<file path="config.mk">
export PLATFORM = sky130hd
export DESIGN_NAME = hex_and_percent_text_codec
export DESIGN_NICKNAME = d
export VERILOG_FILES = /design/src/rtl/hpc_pkg.sv /design/src/rtl/hpc_front.sv /design/src/rtl/hpc_queue.sv /design/src/rtl/hpc_back.sv /design/src/rtl/hex_and_percent_text_codec.sv
export SDC_FILE = /design/constraint.sdc
export NUM_CORES = 1
export LEC_CHECK = 0
export CAP_MARGIN = 5
export CORE_MARGIN = 2
export CORE_UTILIZATION = 49
export CTS_CLUSTER_SIZE = 40
export DETAILED_ROUTE_END_ITERATION = 10
export DONT_BUFFER_PORTS = 1
export MAX_ROUTING_LAYER = met4
export PLACE_DENSITY = 0.65
export SLEW_MARGIN = 0
export SYNTH_ARGS = -nofsm -noshare
export SYNTH_HDL_FRONTEND = slang
export SYNTH_SLANG_ARGS = --single-unit
</file>
<file path="constraint.sdc">
create_clock -name i_clk -period 3.6 [get_ports i_clk]
set_clock_uncertainty 0.1 [all_clocks]
set_input_delay 0.18 -clock i_clk [delete_from_list [all_inputs] [get_ports i_clk]]
set_output_delay 0.18 -clock i_clk [all_outputs]
set_load 0.03 [all_outputs]
</file>
<file path="src/rtl/hpc_pkg.sv">
// ----------------------------------------------------------------------------
// hpc_pkg
// types, character constants and helper functions of the text codec
// ----------------------------------------------------------------------------
package hpc_pkg;

    typedef enum logic [1:0] {
        MODE_HEX_ENC = 2'd0,
        MODE_HEX_DEC = 2'd1,
        MODE_URL_ENC = 2'd2,
        MODE_URL_DEC = 2'd3
    } t_mode;

    localparam logic [1:0] PHASE_IDLE   = 2'd0;
    localparam logic [1:0] PHASE_FIRST  = 2'd1;
    localparam logic [1:0] PHASE_SECOND = 2'd2;

    localparam logic [7:0] CH_PERCENT = 8'h25;
    localparam logic [7:0] CH_TILDE   = 8'h7E;
    localparam logic [7:0] CH_DASH    = 8'h2D;
    localparam logic [7:0] CH_UNDER   = 8'h5F;
    localparam logic [7:0] CH_DOT     = 8'h2E;

    typedef struct packed {
        logic [7:0] in_byte;
        logic       in_last;
    } t_in_item;

    typedef struct packed {
        logic [7:0] out_byte;
        logic       out_last;
        logic       out_error;
    } t_out_item;

    // up to three characters produced by one input byte
    typedef struct packed {
        logic [1:0]      cnt;
        logic [2:0][7:0] chars;
        logic            last;
        logic            err;
    } t_job;

    // {valid, value}
    function automatic logic [4:0] hex_nibble(input logic [7:0] c);
        logic [7:0] d;
        logic [4:0] r;
        d = 8'h00;
        r = 5'h00;
        if (c inside {[8'h30:8'h39]}) begin
            d = c - 8'h30;
            r = {1'b1, d[3:0]};
        end else if (c inside {[8'h61:8'h66]}) begin
            d = c - 8'h57;
            r = {1'b1, d[3:0]};
        end else if (c inside {[8'h41:8'h46]}) begin
            d = c - 8'h37;
            r = {1'b1, d[3:0]};
        end
        return r;
    endfunction

    function automatic logic [7:0] digit_char(input logic [3:0] v, input logic upper);
        logic [7:0] r;
        if (v < 4'd10) begin
            r = 8'h30 + {4'h0, v};
        end else if (upper) begin
            r = 8'h37 + {4'h0, v};
        end else begin
            r = 8'h57 + {4'h0, v};
        end
        return r;
    endfunction

    function automatic logic unreserved(input logic [7:0] c);
        return (c inside {[8'h30:8'h39], [8'h41:8'h5A], [8'h61:8'h7A]}) ||
               (c inside {CH_DASH, CH_UNDER, CH_DOT, CH_TILDE});
    endfunction

endpackage

</file>
<file path="src/rtl/hpc_front.sv">
// ----------------------------------------------------------------------------
// hpc_front
// accepts input bytes, tracks digit state and builds a job for each byte that yields characters or an error
// ----------------------------------------------------------------------------
module hpc_front (
    input  logic             i_clk,
    input  logic             i_rst_n,
    input  logic             i_codec_mode_we,
    input  logic [1:0]       i_codec_mode,
    input  logic             i_accept,
    input  hpc_pkg::t_in_item i_item,
    output logic             o_job_we,
    output hpc_pkg::t_job    o_job
);

    hpc_pkg::t_mode r_mode;
    logic [1:0]     r_phase;
    logic [3:0]     r_hn;
    logic           r_err;

    logic [1:0]     n_phase;
    logic [3:0]     n_hn;
    logic           n_err;
    logic [4:0]     nib;
    logic [7:0]     c;
    logic [1:0]     cnt;
    logic [2:0][7:0] chars;

    assign c   = i_item.in_byte;
    assign nib = hpc_pkg::hex_nibble(c);

    always_comb begin
        n_phase = r_phase;
        n_hn    = r_hn;
        n_err   = r_err;
        cnt     = 2'd0;
        chars   = '0;
        if (!r_err) begin
            case (r_mode)
                hpc_pkg::MODE_HEX_ENC: begin
                    n_phase  = hpc_pkg::PHASE_IDLE;
                    n_hn     = 4'h0;
                    chars[0] = hpc_pkg::digit_char(c[7:4], 1'b0);
                    chars[1] = hpc_pkg::digit_char(c[3:0], 1'b0);
                    cnt      = 2'd2;
                end
                hpc_pkg::MODE_HEX_DEC: begin
                    if (!nib[4]) begin
                        n_err = 1'b1;
                    end else if (r_phase == hpc_pkg::PHASE_FIRST) begin
                        chars[0] = {r_hn, nib[3:0]};
                        cnt      = 2'd1;
                        n_phase  = hpc_pkg::PHASE_IDLE;
                        n_hn     = 4'h0;
                    end else begin
                        n_hn    = nib[3:0];
                        n_phase = hpc_pkg::PHASE_FIRST;
                    end
                end
                hpc_pkg::MODE_URL_ENC: begin
                    n_phase = hpc_pkg::PHASE_IDLE;
                    n_hn    = 4'h0;
                    if (hpc_pkg::unreserved(c)) begin
                        chars[0] = c;
                        cnt      = 2'd1;
                    end else begin
                        chars[0] = hpc_pkg::CH_PERCENT;
                        chars[1] = hpc_pkg::digit_char(c[7:4], 1'b1);
                        chars[2] = hpc_pkg::digit_char(c[3:0], 1'b1);
                        cnt      = 2'd3;
                    end
                end
                hpc_pkg::MODE_URL_DEC: begin
                    if (r_phase == hpc_pkg::PHASE_FIRST || r_phase == hpc_pkg::PHASE_SECOND) begin
                        if (!nib[4]) begin
                            n_err = 1'b1;
                        end else if (r_phase == hpc_pkg::PHASE_FIRST) begin
                            n_hn    = nib[3:0];
                            n_phase = hpc_pkg::PHASE_SECOND;
                        end else begin
                            chars[0] = {r_hn, nib[3:0]};
                            cnt      = 2'd1;
                            n_phase  = hpc_pkg::PHASE_IDLE;
                            n_hn     = 4'h0;
                        end
                    end else if (c == hpc_pkg::CH_PERCENT) begin
                        n_phase = hpc_pkg::PHASE_FIRST;
                    end else begin
                        chars[0] = c;
                        cnt      = 2'd1;
                    end
                end
                default: begin
                    cnt = 2'd0;
                end
            endcase
        end

        o_job.last = i_item.in_last;
        o_job.err  = 1'b0;
        o_job.cnt  = cnt;
        o_job.chars = chars;
        if (i_item.in_last) begin
            // pending digit pair at end of string
            if (!n_err && n_phase != hpc_pkg::PHASE_IDLE && r_mode[0]) begin
                n_err = 1'b1;
            end
            if (n_err) begin
                o_job.err   = 1'b1;
                o_job.cnt   = 2'd1;
                o_job.chars = '0;
            end
            n_phase = hpc_pkg::PHASE_IDLE;
            n_hn    = 4'h0;
            n_err   = 1'b0;
        end
    end

    assign o_job_we = i_accept && (o_job.cnt != 2'd0);

    always_ff @(posedge i_clk) begin
        if (!i_rst_n) begin
            r_mode  <= hpc_pkg::MODE_HEX_ENC;
            r_phase <= hpc_pkg::PHASE_IDLE;
            r_hn    <= 4'h0;
            r_err   <= 1'b0;
        end else begin
            if (i_codec_mode_we) begin
                r_mode <= hpc_pkg::t_mode'(i_codec_mode);
            end
            if (i_accept) begin
                r_phase <= n_phase;
                r_hn    <= n_hn;
                r_err   <= n_err;
            end
        end
    end

endmodule

</file>
<file path="src/rtl/hpc_queue.sv">
// ----------------------------------------------------------------------------
// hpc_queue
// short job queue between the front and back parts
// ----------------------------------------------------------------------------
module hpc_queue #(
    parameter int DEPTH = 4
) (
    input  logic          i_clk,
    input  logic          i_rst_n,
    input  logic          i_we,
    input  hpc_pkg::t_job i_job,
    input  logic          i_re,
    output hpc_pkg::t_job o_job,
    output logic          o_full,
    output logic          o_empty
);

    localparam int AW = (DEPTH > 1) ? $clog2(DEPTH) : 1;
    localparam int CW = $clog2(DEPTH + 1);

    hpc_pkg::t_job r_mem [DEPTH];
    logic [AW-1:0] r_wr;
    logic [AW-1:0] r_rd;
    logic [CW-1:0] r_cnt;
    logic          wr_en;
    logic          rd_en;

    assign o_full  = (r_cnt == CW'(DEPTH));
    assign o_empty = (r_cnt == '0);
    assign wr_en   = i_we && !o_full;
    assign rd_en   = i_re && !o_empty;
    assign o_job   = r_mem[r_rd];

    always_ff @(posedge i_clk) begin
        if (wr_en) begin
            r_mem[r_wr] <= i_job;
        end
    end

    always_ff @(posedge i_clk) begin
        if (!i_rst_n) begin
            r_wr  <= '0;
            r_rd  <= '0;
            r_cnt <= '0;
        end else begin
            if (wr_en) begin
                r_wr <= (r_wr == AW'(DEPTH - 1)) ? '0 : r_wr + 1'b1;
            end
            if (rd_en) begin
                r_rd <= (r_rd == AW'(DEPTH - 1)) ? '0 : r_rd + 1'b1;
            end
            if (wr_en && !rd_en) begin
                r_cnt <= r_cnt + 1'b1;
            end else if (rd_en && !wr_en) begin
                r_cnt <= r_cnt - 1'b1;
            end
        end
    end

endmodule

</file>
<file path="src/rtl/hpc_back.sv">
// ----------------------------------------------------------------------------
// hpc_back
// serializes queued jobs, one result per cycle unless the reader stalls, through an output register
// ----------------------------------------------------------------------------
module hpc_back (
    input  logic               i_clk,
    input  logic               i_rst_n,
    input  hpc_pkg::t_job      i_job,
    input  logic               i_job_empty,
    output logic               o_job_re,
    input  logic               i_pop,
    output logic               o_empty,
    output hpc_pkg::t_out_item o_out_item
);

    logic [1:0]         r_idx;
    logic               r_valid;
    hpc_pkg::t_out_item r_out;

    logic [1:0]         n_idx;
    logic               n_valid;
    hpc_pkg::t_out_item n_out;
    logic               load;
    logic               final_char;

    assign load       = !r_valid || i_pop;
    assign final_char = (r_idx == i_job.cnt - 2'd1);

    always_comb begin
        n_idx    = r_idx;
        n_valid  = r_valid;
        n_out    = r_out;
        o_job_re = 1'b0;
        if (load) begin
            n_valid = !i_job_empty;
            if (!i_job_empty) begin
                n_out.out_byte  = i_job.chars[r_idx];
                n_out.out_last  = i_job.last && final_char;
                n_out.out_error = i_job.err;
                if (final_char) begin
                    o_job_re = 1'b1;
                    n_idx    = 2'd0;
                end else begin
                    n_idx = r_idx + 2'd1;
                end
            end
        end
    end

    always_ff @(posedge i_clk) begin
        if (!i_rst_n) begin
            r_idx   <= 2'd0;
            r_valid <= 1'b0;
        end else begin
            r_idx   <= n_idx;
            r_valid <= n_valid;
        end
    end

    always_ff @(posedge i_clk) begin
        r_out <= n_out;
    end

    assign o_empty    = !r_valid;
    assign o_out_item = r_out;

endmodule

</file>
<file path="src/rtl/hex_and_percent_text_codec.sv">
// ----------------------------------------------------------------------------
// hex_and_percent_text_codec
// byte-stream hex and url percent codec, mode chosen by codec_mode register
// ----------------------------------------------------------------------------
// input side is a queue write port: a byte transfers when push is high and
// full is low. result side is a queue read port: the oldest result sits on
// o_out_item while empty is low and transfers when pop is high.
// codec_mode must be written by i_codec_mode_we / i_codec_mode only while
// idle; the block itself does not enforce this. a byte's job is written to
// the job queue, and the back then loads its first result into the output
// register. the front takes one byte per cycle while full is low; the back
// emits one result per cycle from its output register unless the reader
// stalls. a byte yields 0 or 1 result (decode), 2 (hex encode) or 1 to 3
// (url encode); the back serializer sets the sustained byte rate.
// a stalled receiver holds the current result; the job queue (DEPTH jobs)
// keeps taking bytes until it fills, then full rises. synchronous reset
// sets hex encode and clears digit state, error flag, queue, output valid.
// ----------------------------------------------------------------------------
module hex_and_percent_text_codec #(
    parameter int DEPTH = 4
) (
    input  logic               i_clk,
    input  logic               i_rst_n,
    input  logic               i_codec_mode_we,
    input  logic [1:0]         i_codec_mode,
    input  logic               push,
    output logic               full,
    input  hpc_pkg::t_in_item  i_in_item,
    output logic               empty,
    input  logic               pop,
    output hpc_pkg::t_out_item o_out_item
);

    logic          job_we;
    logic          job_re;
    logic          job_empty;
    hpc_pkg::t_job front_job;
    hpc_pkg::t_job head_job;

    hpc_front u_front (
        .i_clk           (i_clk),
        .i_rst_n         (i_rst_n),
        .i_codec_mode_we (i_codec_mode_we),
        .i_codec_mode    (i_codec_mode),
        .i_accept        (push && !full),
        .i_item          (i_in_item),
        .o_job_we        (job_we),
        .o_job           (front_job)
    );

    hpc_queue #(
        .DEPTH (DEPTH)
    ) u_queue (
        .i_clk   (i_clk),
        .i_rst_n (i_rst_n),
        .i_we    (job_we),
        .i_job   (front_job),
        .i_re    (job_re),
        .o_job   (head_job),
        .o_full  (full),
        .o_empty (job_empty)
    );

    hpc_back u_back (
        .i_clk       (i_clk),
        .i_rst_n     (i_rst_n),
        .i_job       (head_job),
        .i_job_empty (job_empty),
        .o_job_re    (job_re),
        .i_pop       (pop),
        .o_empty     (empty),
        .o_out_item  (o_out_item)
    );

endmodule

</file>
# Yosys cells after proc, flatten, opt, wreduce, memory -nomap -nowiden
# Memories as Yosys holds them, arrays and structs flattened. A register that Yosys moved wholly into a read port is not among the register bits.
# Index checks and enable logic that the tools add are counted.
# op_classes
bitwise	1
reduce_logical	33
n_mux	69
n_addsub	15
eq_ne	18
magnitude_cmp	11
# ops
cell	n
$mux W8	13
$mux W26	2
$le A8 B7 Y1 const B	4
$mux W2	16
$pmux W8 S4	1
$add A6 B4 Y7 const A	4
$mux W4	7
$eq A8 B6 Y1 const B	3
$mux W24	1
$mux W1	17
$add A7 B4 Y8 const A	2
$bmux W8 S2	1
$eq A8 B7 Y1 const B	2
$ge A8 B7 Y1 const B	2
$mux W16	1
$pmux W8 S2	1
$mux W5	3
$logic_and A1 B1 Y1	14
$pmux W4 S3	1
$eq A2 B2 Y1 const B	5
$ne A3 B2 Y1 const B	3
$ge A8 B6 Y1 const B	1
$le A8 B6 Y1 const B	1
$lt A4 B4 Y1 const B	2
26 further kinds	40
# totals
ramBits	112
output_inout_bits	12
reg_bits	29
mem_count	1
word_cells	160
# memory_table
memory	words	width	read_ports	rd_ports_with_merged_regs	wr	line_no	source
u_queue.r_mem	4	28	1	1	1	hpc_queue.sv:21	hpc_pkg::t_job r_mem [DEPTH];

# Longest topological paths before layout
# logic_depth
ltp_word	23
depth_mapped	15
mapped_depth_nobuf	14

# Modules after synthesis
# From an unflattened synthesis, not the netlist that was laid out.
# hier_totals
cells_unflattened	538
hier_area_um2	7106.8
# by_module_without_submodules
mod	area_each_um2	cells_per_inst	instances
hpc_queue	4570.6	197	1
hpc_front	1863.0	277	1
hpc_back	659.4	63	1
hex_and_percent_text_codec	13.8	1	1

# Least setup slack after synthesis
# No wires, ideal clock.
# synth_timing
path_type	in2reg
from	input port i_in_item[2] (netlist bit)
to	register u_queue.r_cnt[2]
path_buffers	1
cell_stages	15
arrival_time_ns	3.460
t_required_ns	3.429
path_slack_ns	-0.031
setup_ns	0.071
cell_sequence	buf_2 inv_1 ha_1 nor2_1 o31a_1 o32ai_2 o21ai_1 a22o_1 a221oi_2 ha_1 inv_1 fa_1 xor2_1 or3_1 a21oi_1
# synth_between
elab_chain_len	22
word_cells_on_any_way	57
# synth_rtl
element	line_no	source
start: declaration	hex_and_percent_text_codec.sv:28	input hpc_pkg::t_in_item i_in_item,
$ge A8 B7 Y1 / $le A8 B7 Y1 (equally long branches)	hpc_pkg.sv:55, hpc_pkg.sv:75	
$logic_and A1 B1 Y1	hpc_pkg.sv:55	end else if (c inside {[8'h41:8'h46]}) begin
$mux W5	hpc_pkg.sv:55	
$mux W5	hpc_pkg.sv:52	end else if (c inside {[8'h61:8'h66]}) begin
$mux W5	hpc_pkg.sv:49	if (c inside {[8'h30:8'h39]}) begin
$mux W2 / $mux W1 (equally long branches)	hpc_front.sv:75, hpc_front.sv:48	
$mux W2 / $mux W1 (equally long branches)	hpc_front.sv:74	if (r_phase == hpc_pkg::PHASE_FIRST || r_phase == hpc_pkg::PHASE_SECOND) begin
$pmux W2 S3 / $pmux W1 S2 (equally long branches)	hpc_front.sv:39	case (r_mode)
[... 7 more ...]	-	
$mux W26 (*)	hpc_front.sv:103	if (i_item.in_last) begin
$reduce_bool A2 Y1 (*)	hpc_front.sv:119	assign o_job_we = i_accept && (o_job.cnt != 2'd0);
$logic_and A1 B1 Y1 (*)	hpc_front.sv:119	
$logic_and A1 B1 Y1 (*)	hpc_queue.sv:30	assign wr_en = i_we && !o_full;
via u_queue.wr_en	hpc_queue.sv:25	logic wr_en;
$logic_not A1 Y1	hpc_queue.sv:54	end else if (rd_en && !wr_en) begin
$logic_and A1 B1 Y1	hpc_queue.sv:54	
$reduce_bool A2 Y1 (no line)	-	
end signal: assignment	hpc_queue.sv:53	r_cnt <= r_cnt + 1'b1;
end signal: assignment	hpc_queue.sv:55	r_cnt <= r_cnt - 1'b1;
end: declaration	hpc_queue.sv:24	logic [CW-1:0] r_cnt;
# Mark *: on every way through the listed nets, which the timed path passes. The rest lies on a longest branch. The select of a mux whose other input is x is not followed.
# A chain may end at the register's enable or synchronous reset.

# Worst setup path after layout
# layout_timing
from	register u_front.r_phase[1]
to	register u_queue.r_cnt[2]
# layout_between
elab_chain_len	19
word_cells_on_any_way	36
# layout_rtl
element	line_no	source
start: declaration	hpc_front.sv:17	logic [1:0] r_phase;
start signal: assignment	hpc_front.sv:124	r_phase <= hpc_pkg::PHASE_IDLE;
start signal: assignment	hpc_front.sv:132	r_phase <= n_phase;
$eq A2 B1 Y1	hpc_front.sv:50, hpc_front.sv:74, hpc_front.sv:77	
$mux W2	hpc_front.sv:77	end else if (r_phase == hpc_pkg::PHASE_FIRST) begin
$mux W2	hpc_front.sv:75	if (!nib[4]) begin
$mux W2	hpc_front.sv:74	
$pmux W2 S3	hpc_front.sv:39	
$mux W2	hpc_front.sv:38	if (!r_err) begin
$reduce_bool A2 Y1	hpc_front.sv:105	if (!n_err && n_phase != hpc_pkg::PHASE_IDLE && r_mode[0]) begin
$logic_and A1 B1 Y1 (2 in series)	hpc_front.sv:105	
[... 3 more ...]	-	
$mux W26 (*)	hpc_front.sv:103	
$reduce_bool A2 Y1 (*)	hpc_front.sv:119	
$logic_and A1 B1 Y1 (*)	hpc_front.sv:119	
$logic_and A1 B1 Y1 (*)	hpc_queue.sv:30	
via u_queue.wr_en	hpc_queue.sv:25	
$logic_not A1 Y1	hpc_queue.sv:54	
$logic_and A1 B1 Y1	hpc_queue.sv:54	
$reduce_bool A2 Y1 (no line)	-	
# Marks and branches as above.

==> out/results.tsv <==
metric	value	unit
Post-synth EDFFs	114	
GRT overflow	0	
Syn-to-layout area delta	15.6	%
Pwr per Cell Area	676	mW/mm2
Final ANT Viol Nets	0	
Clock transition at path regs	0.06	ns
vias	4257	
DRC viols	0	
CTS H-Tree Depth	4	
CTS Buf Count	17	
met2 wire len	7260	um
Hold WC Path Type	in2reg	
Slew HR	55.7	%
first-pass GRT wire length	22900	um
Total GRT Usage	22.1	%
worst path cell trace	inv_1 -> ha_2 -> inv_1 -> nor2_1 -> nor2_1 -> a22o_1 -> a221oi_4 -> ha_1 -> inv_1 -> fa_1 -> xor2_1 -> or3_1 -> a21oi_1	
Die X-Extent	120	um
outcome	complete, no violations	
Vias per Instance	6.01	
commonest cells in the synthesized netlist	edfxtp_1 (114), nand2_1 (36), nor2_1 (36)	
slowest CP cell	fa_1	
cells taking the most area after synthesis	edfxtp_1 (52%), mux4_2 (8.9%), dfxtp_1 (6.4%)	
most used cell, CP	inv_1	
vias in the first global route	4220	
fraction of registers with async set/reset	0	%
cell area after layout	0.00757	mm2
synthesized area per cell	13.1	um2
peak supply drop	324	uV
Port-buffer cells	0	
HPWL after DPL	9530	um
largest net degree at the start of global routing	27	
Initial Util	49.9	%
most common cell in the netlist	edfxtp_1	
Syn. warnings	0	
CTS max path bufs	2	
diode count	0	
Yosys reg bits	135	
Worst Tran Pin Value	0.658	ns
WL per Instance	20.3	um
Achievable Freq	0.295	GHz
Yosys cell types	69	
unrepaired setup endpoints after global routing	false	
Num Clock Sinks	135	
crit end category	flop	
met3 WL post-DR	752	um
Placer Congestion	0.906	
final WL	14400	um
post-synth top area share	52.2	%
uppermost layer routed	met4	
min Tclk post-route	3.39	ns
TNS Setup	0	ns
Syn Nets	533	
Final period util	94.0	%
Finish-stage setup viols	0	
core area	0.0131	mm2
Die ar.	0.0143	mm2
DR pass1 iterations	4	
Net count, final	552	
Final Hold Viols	0	
max_cap viols	0	
die span in y	120	um
Non-Filler Instances	708	
Cells after Synth	500	
area leader, netlist	edfxtp_1	
TritonCTS clock tree	yes	
M1 WL	6180	um
CP max FO	10	
Root Buffer Master	clkbuf_16	
# rows	42	
worst-skew pair later-pin latency	0.41	ns
Crit Path Category	reg2reg	
Post-synth top flop	edfxtp_1	
IO Pins	28	
Post-Syn Area	0.00655	mm2
Leakage	2.62	nW
max-slew violation count	0	
ratio of cells with drive above 1 in the final layout	18.0	%
drt first-iter violations	447	
Critical Path RT	3.84	ns
Post-DP Area	0.00681	mm2
placed cell count	666	
Crit path largest cell delay	0.44	ns
sequential area share after synthesis	58.7	%
Data arrival, critical path	3.63	ns
crit start category	flop	
initial antenna violation count	0	
path summary, 6_finish.rpt:
path	from	to	slack, ns	cells past startpoint
max reg2reg	u_front.r_phase[1]$_SDFFE_PN0P_	u_queue.r_cnt[2]$_SDFFE_PN0P_	0.21	13
min	i_in_item[3]	u_front.r_hn[3]$_SDFFE_PN0P_	0.03	3
min reg2reg	u_back.r_valid$_SDFFE_PN0N_	u_back.r_valid$_SDFFE_PN0N_	0.38	2
max	u_front.r_phase[1]$_SDFFE_PN0P_	u_queue.r_cnt[2]$_SDFFE_PN0P_	0.21	13
where the power goes:
part	total [mW]	internal, mW	switching (mW)
clock network	1.91	1.29	0.619
registers	2.22	2.01	0.210
logic	0.994	0.440	0.553
through the flow:
| step | util, % | hold slack (ns) | total power [mW] | setup WS [ns] |
|---|---|---|---|---|
| final | 57.6 | 0.0273 | 5.12 | 0.215 |
| after global placement | 51.8 | 0.181 | 3.20 | 0.186 |
| after detailed placement | 51.8 | 0.181 | 3.24 | 0.0582 |
| after floorplan | - | 0.179 | 2.98 | 0.0507 |
| after CTS | 57.6 | 0.00967 | 5.17 | 0.212 |
| after global routing | 57.6 | 0.0466 | 5.35 | 0.0337 |
metal layers:
metal	track usage, %	vias up
met2	35.5	139
met3	5.13	21
met5	-	-
met1	27.8	2144
met4	7.94	0
li1	-	1953
cells by family (layout without fill, tap and decap cells):
kind of cell	Yosys count	after routing	share of synthesized area (%)
buffers and inverters	55	87	3.23
AOI/OAI and AO/OA	97	97	10.6
xor gates and xnor gates	8	8	1.07
adders and majority gates	17	17	3.36
DFF	135	135	58.7
and+or+nand+nor	144	144	11.3
muxes	44	44	11.7
worst max-delay path, delay by kind of cell (launching register included):
family | cells | cell delay, ns
AOI/OAI and AO/OA | 3 | 0.71
xor gates and xnor gates | 1 | 0.18
adders and majority gates | 3 | 1.11
buffers and inverters | 3 | 0.26
DFF | 1 | 0.40
and+or+nand+nor | 3 | 0.56
cell usage in the layout (no fill, tap or decap), types with 3 or more instances in the layout:
master / count
edfxtp_1: 114
nand2_1: 36
nor2_1: 36
inv_1: 27
mux4_2: 26
a21oi_1: 20
dfxtp_1: 20
clkbuf_16: 17
buf_4: 17
mux2i_1: 16
ha_1: 15
o21ai_0: 14
o22ai_1: 12
nor3_1: 10
dlygate4sd3_1: 10
nand3_1: 9
nand2b_1: 9
a22oi_1: 8
and2_1: 7
bufinv_16: 6
nor2b_1: 5
nand4_1: 5
a31oi_1: 5
xnor2_1: 5
or2_2: 4
and3_1: 4
or3_1: 4
a22o_1: 3
a2bb2oi_1: 3
xor2_1: 3
clkinv_2: 3
clkinvlp_4: 3
repair_timing:
item | CTS | global route
endpoints found under the hold margin | 26 | 0
hold buffers | 10 | 0
buffers inserted | 0 | 0
setup endpoints to repair | 0 | 1
resized for setup | 0 | 1
registers in the layout (all words and copies together) (netlist names), 2 cells and up, named ones only:
register	count
u_queue.r_rd	2
u_front.r_phase	2
u_queue.r_wr	2
u_back.r_idx	2
u_queue.r_mem	104
u_front.r_hn	4
u_queue.r_cnt	3
u_back.o_out_item	10
u_front.r_mode	2
layout make-up:
cell class	instances	area (um2)
Timing Repair Buffer	27	228
Fill cell	1095	5570
Tap cell	176	220
Multi-Input combinational cell	310	2510
Inverter	28	105
Clock buffer	18	429
Clock inverter	14	230
Sequential cell	135	3840
Note: power is estimated with default switching activity, not from simulation.
